### src/hdl/ght_ram.sv
// ----------------------------------------------------------------------------
// ght_ram
// Simple dual-port RAM: one write port, one read port with registered data.
// ----------------------------------------------------------------------------
module ght_ram #(
  parameter int WIDTH = 8,
  parameter int DEPTH = 256
) (
  input  logic                     clk,
  input  logic                     we,
  input  logic [$clog2(DEPTH)-1:0] waddr,
  input  logic [WIDTH-1:0]         wdata,
  input  logic [$clog2(DEPTH)-1:0] raddr,
  output logic [WIDTH-1:0]         rdata
);

  logic [WIDTH-1:0] mem [DEPTH];

  always_ff @(posedge clk) begin
    if (we) begin
      mem[waddr] <= wdata;
    end
    rdata <= mem[raddr];
  end

endmodule

### config.mk
export PLATFORM = sky130hd
export DESIGN_NAME = ght_ram
export DESIGN_NICKNAME = d
export VERILOG_FILES = /design/src/hdl/ght_ram.sv
export SDC_FILE = /design/constraint.sdc
export NUM_CORES = 2
export LEC_CHECK = 0
export ABC_AREA = 1
export BUFFER_PORTS_ARGS = -buffer_cell sky130_fd_sc_hd__buf_2
export CAP_MARGIN = 20
export CORE_ASPECT_RATIO = 1.2
export CORE_MARGIN = 1
export CORE_UTILIZATION = 35
export CTS_CLUSTER_DIAMETER = 30
export CTS_CLUSTER_SIZE = 30
export DETAILED_ROUTE_END_ITERATION = 7
export PLACE_DENSITY_LB_ADDON = 0.2
export SLEW_MARGIN = 20
export SYNTH_ARGS = -nofsm -noshare
export SYNTH_HDL_FRONTEND = slang
export SYNTH_SLANG_ARGS = --single-unit
### constraint.sdc
create_clock -name clk -period 5 [get_ports clk]
set_clock_uncertainty 0.05 [all_clocks]
set_input_delay 0.25 -clock clk [delete_from_list [all_inputs] [get_ports clk]]
set_output_delay 0.25 -clock clk [all_outputs]
set_load 0.005 [all_outputs]
=== Yosys cells after proc, flatten, opt, wreduce, memory -nomap -nowiden ===
Memories as Yosys holds them, arrays and structs flattened. A register that Yosys moved wholly into a read port is not among the register bits.
Index checks and enable logic that the tools add are counted.

* Flip-flop bits (word level): 0
* Bits in writable memories: 2048
* Input bits: 26
* Output and inout port bits: 8
* Logic and storage cells: 3
* Memories kept: 1

* Mux-type cells: 2

{| class="wikitable"
|+ Memories
! name !! depth !! width !! rd ports !! clocked after Yosys merged registers in !! wr ports !! line !! text
|-
| mem || 256 || 8 || 1 || 1 || 1 || 17 || <nowiki>logic [WIDTH-1:0] mem [DEPTH];</nowiki>
|}

{| class="wikitable"
|+ Operator list
! kind !! count
|-
| two-way mux 1 bit || 2
|}

=== Depth between registers and ports, before layout ===
* Word-level depth: 2
* Gate-level depth with buffers: 15
* Depth with buffers taken out: 11

=== Least setup slack after synthesis ===
Ideal clock, no wire load.

* Path kind: input -> register
* Start point: input port we
* End point: memory mem[162][0] (enable)
* Setup time: 370 ps
* Data arrival time: 1371 ps
* Data required time: 4580 ps
* Slack: 3209 ps
* Stages on the path: 4
* Path buffers: 2
* Cells stage by stage: clkbuf_1 > nand3_1 > clkbuf_1 > nor2_1

* Longest elaborated chain between the ends: 2

{| class="wikitable"
|+ RTL lines
! what !! line !! text
|-
| start: declaration || 10 || <nowiki>input logic we,</nowiki>
|-
| two-way mux 1 bit || 20 || <nowiki>if (we) begin</nowiki>
|-
| two-way mux 1 bit (not written as such) || 21 || <nowiki>mem[waddr] <= wdata;</nowiki>
|-
| end: declaration || 17 ||
|}

No other way between the ends.

==> impl_results.rst <==
.. list-table::
   :header-rows: 1

   * - Metric
     - Value
   * - Outcome
     - complete, no violations
   * - Quantity of I/O buffers inserted on ports
     - 33
   * - Critical Path Fanout Max
     - 139
   * - PwrDens
     - 481.5 nW/µm²
   * - Synth Area in Simple Gates
     - 22.95%
   * - Placed Instances
     - a little under 10000
   * - Hold crit path type
     - in2reg
   * - Post-synth design cell area
     - about 83000 µm²
   * - Site row count
     - a little under 200
   * - Detailed-route DRC error count
     - 0
   * - Maximum number of pins on one net before global-route repair
     - between 150 and 200
   * - Largest incremental delay on the critical path
     - about 560 ps
   * - Source of the worst hold timing path
     - waddr[7]
   * - Pin slew with the least headroom to its limit
     - between 1000 and 1500 ps
   * - Post-synthesis sequential area ratio
     - 73.94%
   * - Max clock buf depth
     - 4
   * - Clock tree from TritonCTS
     - done
   * - Number of storage elements in the synthesis netlist
     - 2056
   * - Max Clock Freq
     - 286.0 MHz
   * - Number of warnings issued by yosys
     - 0
   * - Detailed-route wire length
     - 251.3 mm
   * - Post-synthesis adder-cell area fraction
     - 0%
   * - Worst setup slack for register-to-register paths
     - roughly 1900 ps
   * - Multiplexer share of the synthesized area
     - 0%
   * - Maximum resistive drop on vdd
     - a little over 0.0004 V
   * - CTS H-Tree Depth
     - 5
   * - Detailed-route vias per instance
     - 5.182
   * - Die Y-Extent
     - 536.7 µm
   * - FF-to-FF Start
     - mem[163][0]$_DFFE_PP_
   * - Number of hold-slack violations in the final timing report
     - 0
   * - End of the worst hold path
     - mem[183][2]$_DFFE_PP_
   * - Design Power
     - a little under 50000 µW
   * - Critical path class
     - in2reg
   * - Global-route wire length before repair
     - between 300 and 400 mm
   * - Unrepaired setup endpoints after global routing
     - false
   * - Share of post-route cells with drive strength above 1
     - a little over a tenth
   * - Count of routing violations after the opening detailed-route iteration
     - slightly above 5000
   * - Width of the die
     - 447.6 µm
   * - Critical Path Start Type
     - primary input
   * - Cell taking the most area after synthesis
     - sky130_fd_sc_hd__edfxtp_1
   * - Cell mode on critical path
     - sky130_fd_sc_hd__nand3_1
   * - Post CTS Setup Buffer Count
     - 0
   * - Average instance area after synthesis
     - 11.91 µm²
   * - Clock Pin Slew Worst Setup and Hold Paths
     - approximately 50 ps
   * - Filler instances
     - between 20000 and 25000
   * - Final critical-path required period
     - around 3500 ps
   * - Reported leakage power
     - ~0.035 µW
   * - Total number of vias
     - between 50000 and 60000
   * - Total I/O pin count
     - 34
   * - Synth unique cells
     - 14
   * - Iteration count of the initial detailed-routing pass
     - 6
   * - Remaining Overflow, GRT
     - 0
   * - Synth Area in Compound Gates
     - 0%
   * - Combinational family with the most area after synthesis
     - simple AND/OR/NAND/NOR gates
   * - Insertion delay of the later-clocked pin in the worst-skew pair
     - slightly below 1000 ps
   * - Max Slew Vio Count
     - 0
   * - Hold Path Cell Cnt
     - 5
   * - Cells after Synth
     - between 7000 and 8000
   * - Quantity of gates resized following cts
     - 0
   * - Synth Area in XOR/XNOR
     - 0%
   * - Synthesized net count
     - 7029
   * - Core Footprint
     - 235900 µm²
   * - Category of the worst setup path capture point
     - flip-flop
   * - Maximum capacitance violations
     - 0
   * - Clock buffers created by TritonCTS
     - approximately 420
   * - Final setup violation count
     - 0
   * - Slowest cell on crit path
     - sky130_fd_sc_hd__dlygate4sd3_1
   * - Area enclosed by the die boundary
     - about 240000 µm²
   * - Number of antenna violations at the first check in global routing
     - 7
   * - Largest cells by area after synthesis
     - sky130_fd_sc_hd__edfxtp_1 (74%), sky130_fd_sc_hd__nand3_1 (12%), sky130_fd_sc_hd__nand2_1 (9.6%)
   * - Period utilization
     - between 60% and 70%
   * - Routability-driven placement congestion ratio
     - 0.8512
   * - Required arrival time at the worst endpoint
     - around 5900 ps
   * - Growth of design area from synthesis to finish
     - 20.20%
   * - Vias in the first global route
     - 53840
   * - Starting density of the core
     - between 30% and 40%
   * - Average wire per cell in the routed design
     - 23.77 µm
   * - Number of nets in the final layout
     - 7105
   * - Total routing resource utilization after global routing
     - approximately 21%
   * - Cell chain of the critical path
     - buf_8 > inv_16 > buf_12 > buf_12 > nand2_1 > nand3_1 > nand3_1 > nand3_1 > nand3_1 > nand3_1 > nand3_1 > nand2_1 > nand2_1 > dlygate4sd3_1 > nand2_1 > dlygate4sd3_1
   * - Antenna viol nets, final
     - 0
   * - Root buffer cell
     - sky130_fd_sc_hd__clkbuf_16
   * - Register-to-Register Path Depth
     - 12
   * - Sum of net half-perimeters after detailed placement
     - roughly 140 mm
   * - Reg2Reg Capture Point
     - rdata[0]$_DFF_P_
   * - Final non-filler cell total
     - 10570
   * - Setup tns final
     - 0 ps
   * - Sinks on Clock Net
     - 2056
   * - Area share of the largest cell type after synthesis
     - between 70 and 80%
   * - Worst endpoint data arrival time
     - about 4400 ps
   * - Slew margin rel.
     - 19.57%
[power by group]
part | internal (µW) | switching [µW]
Sequential | 19100 | 25.1
Combinational | 500 | 1710
Clock | 18000 | 8940
Total | 37600 | 10700
[per-stage QoR]
step | hold WS, ps | util, % | setup WS [ps] | cell area, µm²
global route | 95.09 | 42.48 | 1365 | 100200
finish | 90.10 | 42.49 | 1504 | 100200
floorplan | 298.9 | - | 3209 | 83400
CTS | 49.86 | 42.48 | 1579 | 100200
global placement | 639.9 | 36.60 | 1397 | 86350
detailed placement | 616.9 | 36.61 | 1402 | 86370
[cells in the final DEF (no fill, tap or decap), types with 12 or more instances in the layout]
master and count:
sky130_fd_sc_hd__edfxtp_1 2048, sky130_fd_sc_hd__buf_2 20, sky130_fd_sc_hd__inv_6 13, sky130_fd_sc_hd__buf_12 36, sky130_fd_sc_hd__nor2_1 280, sky130_fd_sc_hd__clkbuf_16 423, sky130_fd_sc_hd__clkinv_1 67, sky130_fd_sc_hd__clkbuf_1 57
sky130_fd_sc_hd__buf_4 55, sky130_fd_sc_hd__nand2_1 2116, sky130_fd_sc_hd__dlygate4sd3_1 12, sky130_fd_sc_hd__clkinvlp_4 48, sky130_fd_sc_hd__clkinv_2 63, sky130_fd_sc_hd__bufinv_16 52, sky130_fd_sc_hd__nand3_1 2019, sky130_fd_sc_hd__clkinv_4 33
sky130_fd_sc_hd__inv_1 34
[repair_timing]
item / in CTS / in global routing
hold buffers: 12 / 0
endpoints found under the hold margin: 703 / 0
endpoints found under the setup margin: 0 / 0
[registers in the layout (all words and copies together), names as in the netlist]
signal / count
mem: 2048
rdata: 8
[critical path: cells and delay by family]
kind | cells | cell delay (ps)
buffers and inverters | 6 | 2400
and+or+nand+nor | 10 | 1340
[worst max path at each step]
stage / startpoint / end / slack [ps] / cells past startpoint
after floorplan: we / mem[162][0]$_DFFE_PP_ / 3210 / 4
after global placement: raddr[2] / rdata[7]$_DFF_P_ / 1400 / 11
after detailed placement: raddr[2] / rdata[7]$_DFF_P_ / 1400 / 11
after CTS: raddr[0] / rdata[0]$_DFF_P_ / 1580 / 16
after global routing: raddr[0] / rdata[0]$_DFF_P_ / 1360 / 16
final: raddr[0] / rdata[0]$_DFF_P_ / 1500 / 16
[cell type report]
type | count | area [µm²] | share of cell area [%]
multi-input combinational | 4425 | 19160 | 19.11
inverter | 39 | 180.2 | 0.1797
tap | 3152 | 3944 | 3.934
timing repair buffer | 136 | 1541 | 1.538
sequential | 2056 | 61660 | 61.51
clock inverter | 279 | 2944 | 2.937
clock buffer | 480 | 10800 | 10.77
antenna | 5 | 12.51 | 0.01248
[metal layers]
| layer | track usage (%) | part of all wire (%) | vias to the layer above |
|---|---|---|---|
| met2 | 34.07 | 49 | 1934 |
| met1 | 27.06 | 42 | 27210 |
| li1 | - | - | 25190 |
| met3 | 3.514 | 6.3 | 443 |
| met5 | 0 | 0.012 | - |
| met4 | 8.228 | 3.6 | 6 |
[synthesized netlist by cell type]
| master | instances |
|---|---|
| sky130_fd_sc_hd__inv_4 | 1 |
| sky130_fd_sc_hd__buf_2 | 268 |
| sky130_fd_sc_hd__buf_1 | 40 |
| sky130_fd_sc_hd__nand3_1 | 2019 |
| sky130_fd_sc_hd__inv_1 | 36 |
| sky130_fd_sc_hd__dfxtp_1 | 8 |
| sky130_fd_sc_hd__clkbuf_1 | 112 |
| sky130_fd_sc_hd__buf_8 | 1 |
| sky130_fd_sc_hd__nand2_1 | 2123 |
| sky130_fd_sc_hd__edfxtp_1 | 2048 |
| sky130_fd_sc_hd__buf_4 | 46 |
| sky130_fd_sc_hd__inv_2 | 2 |
| sky130_fd_sc_hd__buf_6 | 16 |
| sky130_fd_sc_hd__nor2_1 | 283 |
[kinds of logic after synthesis]
family,Yosys count
simple gates,4425
flops,2056
buf+inv,522
No activity file was read; power rests on OpenSTA's default activity.
